## src/design/ma_xo_pkg.sv

```systemverilog
// ---------------------------------------------------------------------------
// ma_xo_pkg
// Shared types and constants of the moving average crossover block.
// ---------------------------------------------------------------------------
package ma_xo_pkg;

    // Configuration port
    localparam int CFG_W     = 9;
    localparam int CFG_IDX_W = 2;
    localparam logic [CFG_IDX_W-1:0] REG_SHORT = 2'd0;
    localparam logic [CFG_IDX_W-1:0] REG_LONG  = 2'd1;

    // Window reset values
    localparam int SHORT_RESET = 20;
    localparam int LONG_RESET  = 50;

    // Averages are 24.8 fixed point
    localparam int FRAC_BITS = 8;
    localparam int AVG_W     = 32;

    // Relation of short average to long average
    typedef logic [1:0] rel_t;
    localparam rel_t REL_EQUAL = 2'd0;
    localparam rel_t REL_ABOVE = 2'd1;
    localparam rel_t REL_BELOW = 2'd2;

    // Crossover signal codes
    typedef logic [1:0] sig_t;
    localparam sig_t SIG_NONE = 2'd0;
    localparam sig_t SIG_BUY  = 2'd1;
    localparam sig_t SIG_SELL = 2'd2;

endpackage

```

## src/design/ma_xo_div.sv

```systemverilog
// ---------------------------------------------------------------------------
// ma_xo_div
// Bit-serial restoring divider: (total << FRAC_BITS) / window, one
// quotient bit per cycle.
// ---------------------------------------------------------------------------
module ma_xo_div
    import ma_xo_pkg::*;
#(
    parameter int TOT_W = 32,
    parameter int WIN_W = 9
)
(
    input  logic                          clk,
    input  logic                          rst_n,
    input  logic                          start,
    input  logic [TOT_W-1:0]              total,
    input  logic [WIN_W-1:0]              window,
    output logic                          busy,
    output logic [TOT_W+FRAC_BITS-1:0]    quotient
);

    localparam int NUM_W = TOT_W + FRAC_BITS;
    localparam int CNT_W = $clog2(NUM_W + 1);

    logic [CNT_W-1:0] cnt_reg;
    logic             busy_reg;
    logic [WIN_W-1:0] rem_reg;
    logic [NUM_W-1:0] nq_reg;     // dividend bits leave at the top, quotient enters below

    logic [WIN_W:0]   rem_sh;
    logic [WIN_W:0]   rem_sub;
    logic             ge;

    assign rem_sh  = {rem_reg, nq_reg[NUM_W-1]};
    assign ge      = rem_sh >= {1'b0, window};
    assign rem_sub = rem_sh - {1'b0, window};

    always_ff @(posedge clk or negedge rst_n)
    begin
        if (!rst_n)
        begin
            cnt_reg  <= '0;
            busy_reg <= 1'b0;
        end
        else if (start)
        begin
            cnt_reg  <= CNT_W'(NUM_W);
            busy_reg <= 1'b1;
        end
        else if (busy_reg)
        begin
            cnt_reg <= cnt_reg - 1'b1;
            if (cnt_reg == CNT_W'(1))
            begin
                busy_reg <= 1'b0;
            end
        end
    end

    always_ff @(posedge clk)
    begin
        if (start)
        begin
            rem_reg <= '0;
            nq_reg  <= {total, {FRAC_BITS{1'b0}}};
        end
        else if (busy_reg)
        begin
            rem_reg <= ge ? rem_sub[WIN_W-1:0] : rem_sh[WIN_W-1:0];
            nq_reg  <= {nq_reg[NUM_W-2:0], ge};
        end
    end

    assign busy     = busy_reg;
    assign quotient = nq_reg;

endmodule

```

## config.mk

```make
export PLATFORM = sky130hd
export DESIGN_NAME = ma_xo_div
export DESIGN_NICKNAME = d
export VERILOG_FILES = /design/src/design/ma_xo_pkg.sv /design/src/design/ma_xo_div.sv
export SDC_FILE = /design/constraint.sdc
export NUM_CORES = 1
export LEC_CHECK = 0
export ABC_CLOCK_PERIOD_IN_PS = 7800
export BUFFER_PORTS_ARGS = -buffer_cell sky130_fd_sc_hd__buf_4
export CORE_MARGIN = 2
export CORE_UTILIZATION = 55
export CTS_CLUSTER_DIAMETER = 80
export CTS_CLUSTER_SIZE = 30
export DETAILED_ROUTE_END_ITERATION = 16
export GPL_ROUTABILITY_DRIVEN = 0
export PLACE_DENSITY = 0.95
export SLEW_MARGIN = 0
export SYNTH_ARGS = -nofsm -noshare
export SYNTH_HDL_FRONTEND = slang
export SYNTH_SLANG_ARGS = --single-unit
export TNS_END_PERCENT = 5
```

## constraint.sdc

```tcl
create_clock -name clk -period 7.8 [get_ports clk]
set_input_delay 1.56 -clock clk [delete_from_list [all_inputs] [get_ports clk]]
set_output_delay 1.56 -clock clk [all_outputs]
set_load 0.03 [all_outputs]
```

==> results.json <==
{
  "rsz0062_at_grt": "no",
  "ys.flop_type": "edfxtp_1",
  "critPathLaunchType": "input port",
  "cap_violations": 0,
  "wl_per_cell_um": 16.75,
  "worst_pin_slew_ns": 1.149,
  "reg2reg_from": "quotient[39]$_DFFE_PP_",
  "die-area_um2": 5673,
  "setup_viol": 0,
  "cts_buffer_depth": 2,
  "skew_ns": 0.01233,
  "grt_pass1_vias": 1998,
  "hold_buffers": 0,
  "cts_root_buffer": "clkbuf_8",
  "worstHoldStart": "quotient[6]$_SDFFE_PP0P_",
  "syn_area_per_cell_um2": 11.66,
  "async_flop_share_pct": 12.50,
  "final_hold_viol_count": 0,
  "post-route-util_pct": 74.10,
  "finalCritPeriodShare_pct": 46.73,
  "antenna_found_initial": 0,
  "via_per_inst": 5.675,
  "wl_met1_um": 2598,
  "tns_ns": 0,
  "drt_first_pass_iters": 4,
  "syn_inst": 240,
  "hold_depth": 2,
  "yosys.cell_types.count": 44,
  "start_util_pct": 58.08,
  "antennaDiodeCount": 0,
  "fp-row-count": 25,
  "hp-class": "flip-flop to flip-flop",
  "top_layer_used": "met4",
  "synth_warnings": 0,
  "grt_pass1_wl_um": 9687,
  "max_freq_mhz": 274.4,
  "p_leak_nw": 1.684,
  "cts_buffers": 5,
  "path_clk_slew_ns": 0.10,
  "total_power_w": 0.0009568,
  "synth_fp_nets": 296,
  "required_ns": 8.01,
  "most-common-layout-cells": "buf_4, edfxtp_1, a22o_1",
  "mostFrequentLayoutCell": "buf_4",
  "largest_reg_flops": 40,
  "cellPowerDensity_nw_per_um2": 268.0,
  "critical_path_class": "input port to flip-flop",
  "nets": 373,
  "worst-path-max-fanout": 15,
  "hold_end": "quotient[6]$_SDFFE_PP0P_",
  "worstRegToRegCells": 9,
  "outcome": "completed",
  "dp_hpwl_um": 4664,
  "boundaryPins": 85,
  "grt_max_degree": 65,
  "portBuffers": 84,
  "synthToLayoutAreaGrowth_pct": 27.59,
  "drt_iter0_drc": 235,
  "htreeDepth": 2,
  "wl_met2_um": 3403,
  "ys_seq_area_share_pct": 52.77,
  "cts_resized": 0,
  "vdd_drop_max_v": 0.0001361,
  "period_needed_ns": 3.645,
  "max-slew-margin-rel_pct": 23.06,
  "wl_um": 6450,
  "rrSetupSlack_ns": 4.96,
  "grt_usage_pct": 22.69,
  "drc": 0,
  "die_w_um": 75.32,
  "cts_sinks": 56,
  "final_antenna_net_count": 0,
  "wl_met3_um": 351,
  "grt-ovfl-total": 0,
  "coreArea_um2": 4817,
  "syn_area_um2": 2798,
  "synth_enable_flop_cells": 32,
  "die_y_um": 75.32,
  "synth_seq_cells": 56,
  "fill_cells": 364,
  "reg2reg_to": "rem_reg[0]$_SDFFE_PP0P_",
  "arrival_ns": 3.85,
  "tritoncts": "done",
  "clk_latency_ns": 0.31,
  "drive_gt1_share_pct": 32.39,
  "vias": 2185,
  "cts_setup_buffers": 0,
  "slew_viol_final": 0,
  "end_kind": "flip-flop"
}
==> cell usage after synthesis, types with 2 or more instances <==
master	n	area share [%]
or3b_2	2	0.63
dfxtp_1	17	12
nor3b_1	4	1.1
a21oi_1	3	0.54
xor2_1	5	1.6
a211o_1	2	0.63
nor2_1	21	2.8
nand3_1	2	0.36
clkbuf_1	13	1.7
mux2i_1	11	3.9
a211oi_1	5	1.3
xnor2_1	5	1.6
nand2b_1	3	0.67
o21ai_0	6	1.1
nand2_1	12	1.6
nand4b_1	2	0.63
edfxtp_1	32	34
a22o_1	29	9.1
nor2b_1	3	0.67
nor3_1	4	0.72
a21o_1	3	0.80
inv_1	14	1.9
a311o_1	2	0.72
o311ai_0	2	0.63
dfrtp_1	7	6.3
ha_1	11	4.9
and3_1	2	0.45
a211oi_4	2	1.4
==> area by class of cell <==
cell class	count	area [um^2]	share of cell area, %
Clock buffer	5	68.82	1.928
Multi-Input combinational cell	155	1207	33.82
Inverter	14	52.55	1.472
Clock inverter	3	42.54	1.192
Sequential cell	56	1476	41.36
Tap cell	67	83.83	2.348
Timing Repair Buffer	85	638.1	17.88
==> cells by family (layout without fill, tap and decap cells) <==
family	count (synthesis)	after routing	share of synthesized area, %
xor gates and xnor gates	10	10	3.130
buffers and inverters	29	107	4.159
DFF	56	56	52.77
AOI/OAI and AO/OA	63	63	19.68
and+or+nand+nor	59	59	10.69
muxes	11	11	3.936
adders and majority gates	12	12	5.635
==> worst max path at each step <==
| stage | from | endpoint | slack, ns | depth (start not counted) |
|---|---|---|---|---|
| 2_1_floorplan | window[0] | rem_reg[0]$_SDFFE_PP0P_ | 4.17 | 9 |
| 3_3_place_gp | window[0] | rem_reg[0]$_SDFFE_PP0P_ | 3.91 | 9 |
| 3_5_place_dp | window[0] | rem_reg[0]$_SDFFE_PP0P_ | 3.82 | 9 |
| 4_1_cts | window[0] | rem_reg[0]$_SDFFE_PP0P_ | 4.15 | 9 |
| 5_1_grt | window[0] | rem_reg[0]$_SDFFE_PP0P_ | 4.03 | 9 |
| 6_report | window[0] | rem_reg[0]$_SDFFE_PP0P_ | 4.16 | 9 |
==> through the flow <==
| step | setup WS (ns) | std cells | area (um^2) | hold slack, ns |
|---|---|---|---|---|
| after floorplan | 4.170 | 240 | 2798 | 0.4783 |
| after global placement | 3.909 | 377 | 3458 | 0.5047 |
| after detailed placement | 3.816 | 377 | 3458 | 0.5177 |
| after CTS | 4.150 | 385 | 3570 | 0.5387 |
| after global routing | 4.032 | 385 | 3570 | 0.5551 |
| final | 4.155 | 385 | 3570 | 0.5393 |
==> power by group <==
group	switching (W)	total [W]	internal, W
clock	0.0000936	0.000189	0.0000953
combinational	0.000203	0.000367	0.000164
sequential	0.0000399	0.000401	0.000361
==> critical path: stages <==
cell      delay [ns]
buf_4           0.08
ha_1            0.18
inv_1           0.06
fa_1            0.45
a211oi_4        0.33
o31ai_4         0.14
a211oi_4        0.63
nor3_1          0.10
a311o_1         0.33
==> metal layers <==
| metal | global-route usage, % | up-vias |
|---|---|---|
| li1 | - | 1048 |
| met4 | 6.433 | 0 |
| met1 | 30.66 | 1058 |
| met3 | 5.159 | 10 |
| met5 | 0 | - |
| met2 | 37.10 | 69 |
Power figures use the tool's default switching activity.
