### config.mk
export PLATFORM = sky130hd
export DESIGN_NAME = ma_xo_mul
export DESIGN_NICKNAME = d
export VERILOG_FILES = /design/src/design/ma_xo_pkg.sv /design/src/design/ma_xo_mul.sv
export SDC_FILE = /design/constraint.sdc
export NUM_CORES = 1
export LEC_CHECK = 0
export ABC_AREA = 0
export BUFFER_PORTS_ARGS = -buffer_cell sky130_fd_sc_hd__buf_2
export CORE_UTILIZATION = 54
export DETAILED_ROUTE_END_ITERATION = 10
export PLACE_DENSITY_LB_ADDON = 0.1
export SYNTH_ARGS = -nofsm -noshare
export SYNTH_HDL_FRONTEND = slang
export SYNTH_SLANG_ARGS = --single-unit
### constraint.sdc
create_clock -name clk -period 5.9 [get_ports clk]
set_input_delay 0.295 -clock clk [delete_from_list [all_inputs] [get_ports clk]]
set_output_delay 0.295 -clock clk [all_outputs]
set_load 0.005 [all_outputs]
### src/design/ma_xo_pkg.sv
// ---------------------------------------------------------------------------
// ma_xo_pkg
// Shared types and constants of the moving average crossover block.
// ---------------------------------------------------------------------------
package ma_xo_pkg;

    // Configuration port
    localparam int CFG_W     = 9;
    localparam int CFG_IDX_W = 2;
    localparam logic [CFG_IDX_W-1:0] REG_SHORT = 2'd0;
    localparam logic [CFG_IDX_W-1:0] REG_LONG  = 2'd1;

    // Window reset values
    localparam int SHORT_RESET = 20;
    localparam int LONG_RESET  = 50;

    // Averages are 24.8 fixed point
    localparam int FRAC_BITS = 8;
    localparam int AVG_W     = 32;

    // Relation of short average to long average
    typedef logic [1:0] rel_t;
    localparam rel_t REL_EQUAL = 2'd0;
    localparam rel_t REL_ABOVE = 2'd1;
    localparam rel_t REL_BELOW = 2'd2;

    // Crossover signal codes
    typedef logic [1:0] sig_t;
    localparam sig_t SIG_NONE = 2'd0;
    localparam sig_t SIG_BUY  = 2'd1;
    localparam sig_t SIG_SELL = 2'd2;

endpackage

### src/design/ma_xo_mul.sv
// ---------------------------------------------------------------------------
// ma_xo_mul
// Bit-serial shift-add multiplier: total * window, one multiplier bit of
// total per cycle, adder only as wide as the window.
// ---------------------------------------------------------------------------
module ma_xo_mul
    import ma_xo_pkg::*;
#(
    parameter int TOT_W = 32,
    parameter int WIN_W = 9
)
(
    input  logic                    clk,
    input  logic                    rst_n,
    input  logic                    start,
    input  logic [TOT_W-1:0]        total,
    input  logic [WIN_W-1:0]        window,
    output logic                    busy,
    output logic [TOT_W+WIN_W-1:0]  product
);

    localparam int PROD_W = TOT_W + WIN_W;
    localparam int CNT_W  = $clog2(TOT_W + 1);

    logic [CNT_W-1:0]  cnt_reg;
    logic              busy_reg;
    logic [PROD_W-1:0] prod_reg;

    logic [WIN_W:0]    sum;

    assign sum = {1'b0, prod_reg[PROD_W-1:TOT_W]}
               + (prod_reg[0] ? {1'b0, window} : {(WIN_W+1){1'b0}});

    always_ff @(posedge clk or negedge rst_n)
    begin
        if (!rst_n)
        begin
            cnt_reg  <= '0;
            busy_reg <= 1'b0;
        end
        else if (start)
        begin
            cnt_reg  <= CNT_W'(TOT_W);
            busy_reg <= 1'b1;
        end
        else if (busy_reg)
        begin
            cnt_reg <= cnt_reg - 1'b1;
            if (cnt_reg == CNT_W'(1))
            begin
                busy_reg <= 1'b0;
            end
        end
    end

    always_ff @(posedge clk)
    begin
        if (start)
        begin
            prod_reg <= {{WIN_W{1'b0}}, total};
        end
        else if (busy_reg)
        begin
            prod_reg <= {sum, prod_reg[TOT_W-1:1]};
        end
    end

    assign busy    = busy_reg;
    assign product = prod_reg;

endmodule

==> impl_results.md, run 1 <==
- CTS max path bufs: 2
- Status: finished, final reports clean
- Final Core Density: 70.0%
- Met2 routed WL: 2.22 mm
- Top-Level Pins: 86
- Maximum vdd drop: between 0.2 and 0.25 mV
- Total Routing Usage GR: 19.7%
- Syn nets: 255
- RSZ-0062 raised after global routing: no
- Setup bufs post-CTS: 0
- Die X: approximately 70 µm
- Hold-fix buffers, CTS: 1
- Sum of negative setup slack: 0 ns
- Routed WL per cell: 13.8 µm
- N_diodes: 0
- DIE AREA: 4880 µm²
- Clk_lat worst skew: 0.30 ns
- Gp weighted congestion: 0.749
- Min cycle time layout: 2.21 ns
- Flip-flop and latch area: 1320 µm²
- Hold Slack: 0.292 ns
- Mean area per synthesized cell: 12.5 µm²
- Total power: about 0.99 mW
- Final period util: 37.4%
- Grt ovf: 0
- Synthesized cell area: about 2500 µm²
- Static leakage: 1.41 nW
- Synth warn: 0
- Slew HR: 28.8%
- Core area: ~4400 µm²
- Critical path launch point type: flip-flop
- Wire length on met3: 230 µm
- Netlist cell types: 43
- DRT iter0 DRCs: approximately 120
- Routed WL: around 4.6 mm
- # rows: 24
- Max-cap violations: 0
- Slew Limit Fails: 0
- Final nets: between 300 and 400
- Post-DP HPWL: 3.22 mm
- Initial Util: 56.7%
- H-tree depth: 2
- Critical Path AT: 2.41 ns
- Post-synthesis sequential area ratio: 53.0%
- Clk_skew: about 0.0087 ns
- DR vias/cell: 5.39
- Multi-input combinational cell area: approximately 1100 µm²
- Vias in the first global route: 1,711
- Hold Path Class: input port to flip-flop
- Router iterations before antenna repair: 4
- Synth-to-layout area growth: 23.5%
- Commonest non-fill, non-tap cell in the layout: buf_2
- Worst slack at placement: 3.63 ns
- Final worst slack: ~3.7 ns
- CP Capture Type: flip-flop
- CTS tree: built
- Die H: between 60 and 70 µm
- First-pass GRT wire length: 7.56 mm
- Seq cells post-synth: 48
- Critical path data required time: 6.10 ns
- Top Layer Used: met4
- Clock-pin slew on the worst setup and hold paths: 0.09 ns
- Wire length on met1: 2.14 mm
- Pin count of the biggest net entering global routing: slightly below 60
- Max Clock Freq: 454 MHz
- Largest register FFs: 41
- Routed Antenna Nets: 0
- Initial antenna violation count: 0
- Fillers: 335
- PortBufs: 85
- CP Class: flip-flop to flip-flop
- Syn Inst Count: 199
- Layout cells sized above 1: 46.1%
- Post-CTS Resized: 0
- Clk sinks: 48
- DRC errors left: 0
- Root Buffer: clkbuf_8
- Slew @ Worst Pin: 1.07 ns
- Highest net fanout along the worst path: 10
- Most frequent cells in the layout: buf_2 (85), mux2_2 (32), edfxtp_1 (32)
- Pwr dens: 323 nW/µm²
- Routed via count: 1,812
- Setup violators final: 0
- Final hold vios: 0
- TritonCTS buffer count: 5
## kinds of logic (layout without fill, tap and decap cells)
group,count (synthesis),in the layout,synth area share [%]
mux,33,33,14.9
simple gates,55,55,12.1
fa+ha+maj,12,12,6.34
xor+xnor,6,6,2.11
flops,48,48,53.0
buf+inv,15,100,2.42
compound gates,30,30,9.16
## routing by layer
metal / up-vias / global-route usage (%)
met5: - / 0
met1: 851 / 24.9
met2: 54 / 33.3
met3: 4 / 5.52
met4: 0 / 5.33
li1: 903 / -
## critical path, stage by stage (launching register included)
cell	delay (ns)
edfxtp_1	0.53
nand2_1	0.17
inv_1	0.06
ha_1	0.28
a211o_1	0.33
a2111o_1	0.41
a211o_1	0.27
o311ai_1	0.06
## report_power, final
part	internal, mW	switching [mW]
registers	0.432	0.0491
logic	0.143	0.119
clock network	0.139	0.109
total	0.713	0.277
## synthesized netlist by cell type
cell type | n | share of area, %
o311ai_1 | 1 | 0.35
a2111oi_0 | 1 | 0.35
buf_1 | 1 | 0.15
o21ai_0 | 1 | 0.20
nor2_1 | 13 | 2.0
edfxtp_1 | 32 | 39
mux2_2 | 32 | 15
a21o_2 | 1 | 0.35
nor3_1 | 4 | 0.81
and2_1 | 8 | 2.0
a21boi_0 | 2 | 0.60
clkbuf_1 | 5 | 0.76
o21a_1 | 3 | 0.91
a211oi_1 | 2 | 0.60
nand3_1 | 4 | 0.81
nand3b_1 | 2 | 0.60
inv_1 | 6 | 0.91
a2111o_1 | 1 | 0.45
xor2_1 | 2 | 0.71
ha_1 | 11 | 5.5
or2_2 | 2 | 0.50
dfxtp_1 | 9 | 7.3
o31ai_1 | 1 | 0.30
o211a_1 | 1 | 0.40
nand2b_1 | 5 | 1.3
a211o_2 | 1 | 0.40
nor4b_1 | 1 | 0.35
fa_1 | 1 | 0.81
nor4bb_1 | 1 | 0.40
a21oi_1 | 5 | 1.0
nor2b_1 | 1 | 0.25
buf_2 | 3 | 0.60
o211ai_1 | 1 | 0.30
nor3b_1 | 4 | 1.2
xnor2_1 | 4 | 1.4
dfrtp_1 | 7 | 7.0
a21o_1 | 3 | 0.91
o32ai_1 | 2 | 0.71
a31oi_1 | 1 | 0.25
a211o_1 | 3 | 1.1
or3b_2 | 2 | 0.71
mux2i_1 | 1 | 0.40
nand2_1 | 8 | 1.2
## final timing paths
check	startpoint	to	slack (ns)	depth (start not counted)
worst max-delay path	product[0]$_DFFE_PP_	product[38]$_SDFFE_PP0P_	3.69	7
worst min-delay path	total[12]	product[12]$_DFFE_PP_	0.29	2
worst max register to register	product[0]$_DFFE_PP_	product[38]$_SDFFE_PP0P_	3.69	7
worst min register to register	product[32]$_SDFFE_PP0P_	product[32]$_SDFFE_PP0P_	0.50	2
max in group asynchronous	rst_n	busy$_DFF_PN0_	5.39	2
min in group asynchronous	rst_n	cnt_reg[0]$_DFFE_PN0P_	0.36	2
## metrics by stage
| step | cell area, µm² | cells |
|---|---|---|
| after global placement | 2940 | 327 |
| after detailed placement | 2940 | 327 |
| after floorplan | 2480 | 199 |
| after global routing | 3070 | 336 |
| after CTS | 3070 | 336 |
| final | 3070 | 336 |
## area by class of cell
cell class	instances	share of cell area [%]
well taps	52	2.12
clock buffers	6	2.69
repair buffers	86	14.2
clock inverters	2	1.26
multi-input cells	136	36.1
flip-flops and latches	48	42.9
inverters	6	0.734
No activity file was read; power rests on OpenSTA's default activity.
==> run 2, diff against run 1 <==
--- a/config.mk
+++ b/config.mk
@@ -5,9 +5,9 @@
 export SDC_FILE = /design/constraint.sdc
 export NUM_CORES = 1
 export LEC_CHECK = 0
-export ABC_AREA = 0
+export ABC_AREA = 1
 export BUFFER_PORTS_ARGS = -buffer_cell sky130_fd_sc_hd__buf_2
-export CORE_UTILIZATION = 54
+export CORE_UTILIZATION = 50
 export DETAILED_ROUTE_END_ITERATION = 10
 export PLACE_DENSITY_LB_ADDON = 0.1
 export SYNTH_ARGS = -nofsm -noshare
==> constraint.sdc (replaced) <==
create_clock -name clk -period 2.1 [get_ports clk]
set_input_delay 0.105 -clock clk [delete_from_list [all_inputs] [get_ports clk]]
set_output_delay 0.105 -clock clk [all_outputs]
set_load 0.005 [all_outputs]
==> impl_results.md, run 2 <==
- TritonCTS buffer count: 5 (unchanged)
- Worst hold path depth: 2 (unchanged)
- Mean area per synthesized cell: 8.23 µm² (was 12.5 µm²)
- Placed inst area: 2980 µm² (was 2940 µm²)
- PortBufs: 85 (unchanged)
- Most frequent cells in the layout: nand2_1 (150), buf_2 (85), inv_1 (32), edfxtp_1 (32), nand3_1 (12) (was buf_2 (85), mux2_2 (32), edfxtp_1 (32))
- DRC errors left: 0 (unchanged)
- Status: finished, final reports clean (unchanged)
- Top-Level Pins: 86 (unchanged)
- Critical path data required time: 2.31 ns (was 6.10 ns)
- Slew HR: 52.9% (was 28.8%)
- Top-area cell type share of the netlist area: 38.5% (was 38.7%)
- DIE AREA: 5280 µm² (was 4880 µm²)
- Pin count of the biggest net entering global routing: 38 (was 58)
- Commonest non-fill, non-tap cell in the layout: nand2_1 (was buf_2)
- Critical path launch point type: flip-flop (unchanged)
- Post-CTS Resized: 0 (unchanged)
- # rows: 25 (was 24)
- Top cells by count, synth: nand2_1 (150), edfxtp_1 (32), inv_1 (32) (was edfxtp_1 (32), mux2_2 (32), nor2_1 (13))
- Routed WL: 5.13 mm (was 4.63 mm)
- Final hold vios: 0 (unchanged)
- Worst-case reg-to-reg path depth: 13 (was 7)
- Sum of negative setup slack: 0 ns (unchanged)
- M1 GR Usage: 25.2% (was 24.9%)
- Met3 usage: 4.70% (was 5.52%)
- Seq cells post-synth: 48 (unchanged)
- DRT iter0 DRCs: 90 (was 116)
- Setup violators final: 0 (unchanged)
- CP max-delay cell: edfxtp_1 (unchanged)
- Final nets: 446 (was 339)
- Critical Path AT: 2.00 ns (was 2.41 ns)
- Vias in the first global route: 1,891 (was 1,711)
- CTS tree: built (unchanged)
- Main area contributors after synthesis: edfxtp_1 (39%), nand2_1 (23%), dfxtp_1 (7.2%) (was edfxtp_1 (39%), mux2_2 (15%), dfxtp_1 (7.3%))
- Static leakage: 1.73 nW (was 1.41 nW)
- Die H: 72.6 µm (was 69.8 µm)
- Die X: 72.6 µm (was 69.8 µm)
- Initial Util: 52.5% (was 56.7%)
- Total Routing Usage GR: 20.4% (was 19.7%)
- Worst slack at placement: 0.323 ns (was 3.63 ns)
- CTS max path bufs: 2 (unchanged)
- Most numerous cell in the Yosys netlist: nand2_1
- Slew @ Worst Pin: 0.705 ns (was 1.07 ns)
- Largest register FFs: 41 (unchanged)
- Routed Antenna Nets: 0 (unchanged)
- Critical path cell sequence: nand2_1 > inv_1 > ha_1 > inv_1 > fa_1 > inv_1 > nand2_1 > nand2_1 > nand3b_1 > nand2_1 > nand2_1 > nand3_1 > nand2_1 (was nand2_1 > inv_1 > ha_1 > a211o_1 > a2111o_1 > a211o_1 > o311ai_1)
- Post-DP HPWL: 3.71 mm (was 3.22 mm)
- Slowest stage delay, CP: 0.38 ns (was 0.53 ns)
- Min cycle time layout: 1.79 ns (was 2.21 ns)
- Async S/R FF share, synth: 14.6% (unchanged)
- N_diodes: 0 (unchanged)
- Clk_skew: 0.0101 ns (was 0.00874 ns)
- Slew Limit Fails: 0 (unchanged)
- Netlist cell types: 29 (was 43)
- Synthesized cell area: 2490 µm² (was 2480 µm²)
- Max Clock Freq: 560 MHz (was 454 MHz)
- Syn Inst Count: 303 (was 199)
- Clk sinks: 48 (unchanged)
- Pwr dens: 746 nW/µm² (was 323 nW/µm²)
- Largest area contributor in the netlist: edfxtp_1 (unchanged)
- Max-cap violations: 0 (unchanged)
- Final period util: 85.1% (was 37.4%)
- First-pass GRT wire length: 8.14 mm (was 7.56 mm)
- Grt peak-use layer: met2 (unchanged)
- Core area: 4750 µm² (was 4380 µm²)
- Initial antenna violation count: 0 (unchanged)
- CP Class: flip-flop to flip-flop (unchanged)
- Post-synthesis sequential area ratio: 52.8% (was 53.0%)
- RSZ-0062 raised after global routing: no (unchanged)
- Grt ovf: 0 (unchanged)
- Maximum vdd drop: 0.382 mV (was 0.237 mV)
- Hold Path Class: input port to flip-flop (unchanged)
- Syn nets: 359 (was 255)
- Final worst slack: 0.313 ns (was 3.69 ns)
- Design area: 3080 µm² (was 3070 µm²)
- Router iterations before antenna repair: 4 (unchanged)
- Layout cells sized above 1: 25.8% (was 46.1%)
- H-tree depth: 2 (unchanged)
- Hold Slack: 0.0545 ns (was 0.292 ns)
- CP Capture Type: flip-flop (unchanged)
- Highest net fanout along the worst path: 4 (was 10)
- Met2 Use GR: 34.8% (was 33.3%)
- Gp weighted congestion: 0.897 (was 0.749)
- Routed via count: 2,162 (was 1,812)
- Routed WL per cell: 11.2 µm (was 13.8 µm)
- Synth warn: 0 (unchanged)
- Top FF cell, synth: edfxtp_1 (unchanged)
- Clk_lat worst skew: 0.30 ns (about the same)
- DR vias/cell: 4.72 (was 5.39)
- Number of flops mapped to enable cells by yosys: 32 (unchanged)
- Critical Path Most Common Cell: nand2_1 (was a211o_1)
- Root Buffer: clkbuf_8 (unchanged)
- Synth-to-layout area growth: 23.6% (was 23.5%)
- Clock-pin slew on the worst setup and hold paths: 0.09 ns (about the same)
-- run 2: worst max-delay path, delay by kind of cell (launching register included) --
kind	cells	cell delay [ns]
adder cells (fa/ha/maj)	2	0.50
buffers and inverters	3	0.18
flip-flops	1	0.38
AND/OR/NAND/NOR	8	0.63
-- run 2: cell type report --
| class | count | area (µm²) |
|---|---|---|
| sequential | 48 | 1320 |
| clock buffer | 6 | 82.6 |
| inverter | 35 | 133 |
| clock inverter | 2 | 13.8 |
| timing repair buffer | 88 | 450 |
| tap | 67 | 83.8 |
| multi-input combinational | 212 | 1000 |
| fill | 467 | 1670 |
-- run 2: routing by layer --
| layer | wire, µm | vias up |
|---|---|---|
| met3 | 235 | 6 |
| met5 | 0 | - |
| met4 | 68 | 0 |
| met1 | 2440 | 956 |
| li1 | - | 1135 |
| met2 | 2390 | 65 |
-- run 2: per-stage QoR --
step	power (mW)	utilization (%)	std cells
after floorplan	1.54	-	303
after global placement	1.73	62.6	449
after detailed placement	1.75	62.6	449
after CTS	2.33	64.8	458
after global routing	2.45	64.8	458
final	2.30	64.8	458
-- run 2: path summary, 6_finish.rpt --
check	from	end	slack (ns)
max	product[0]$_DFFE_PP_	product[37]$_SDFFE_PP0P_	0.31
min	start	cnt_reg[4]$_DFFE_PN0P_	0.05
max reg2reg	product[0]$_DFFE_PP_	product[37]$_SDFFE_PP0P_	0.31
min reg2reg	product[36]$_SDFFE_PP0P_	product[36]$_SDFFE_PP0P_	0.48
max in group asynchronous	rst_n	busy$_DFF_PN0_	1.77
min in group asynchronous	rst_n	cnt_reg[4]$_DFFE_PN0P_	0.16
-- run 2: logic make-up after synthesis --
family / count (synthesis) / share of synthesized area (%)
compound gates: 17 / 3.61
fa+ha+maj: 12 / 6.32
buf+inv: 43 / 7.02
flops: 48 / 52.8
simple gates: 183 / 30.3
-- run 2: what timing repair did --
action	in CTS	in global routing
endpoints found under the hold margin	7	0
buffers inserted	0	0
hold buffers	1	0
-- run 2: where the power goes --
group / leakage [nW] / internal (mW) / switching, mW
Combinational: 1.17 / 0.225 / 0.276
Clock: 0.0516 / 0.269 / 0.310
Sequential: 0.509 / 1.14 / 0.0763
Total: 1.73 / 1.64 / 0.662
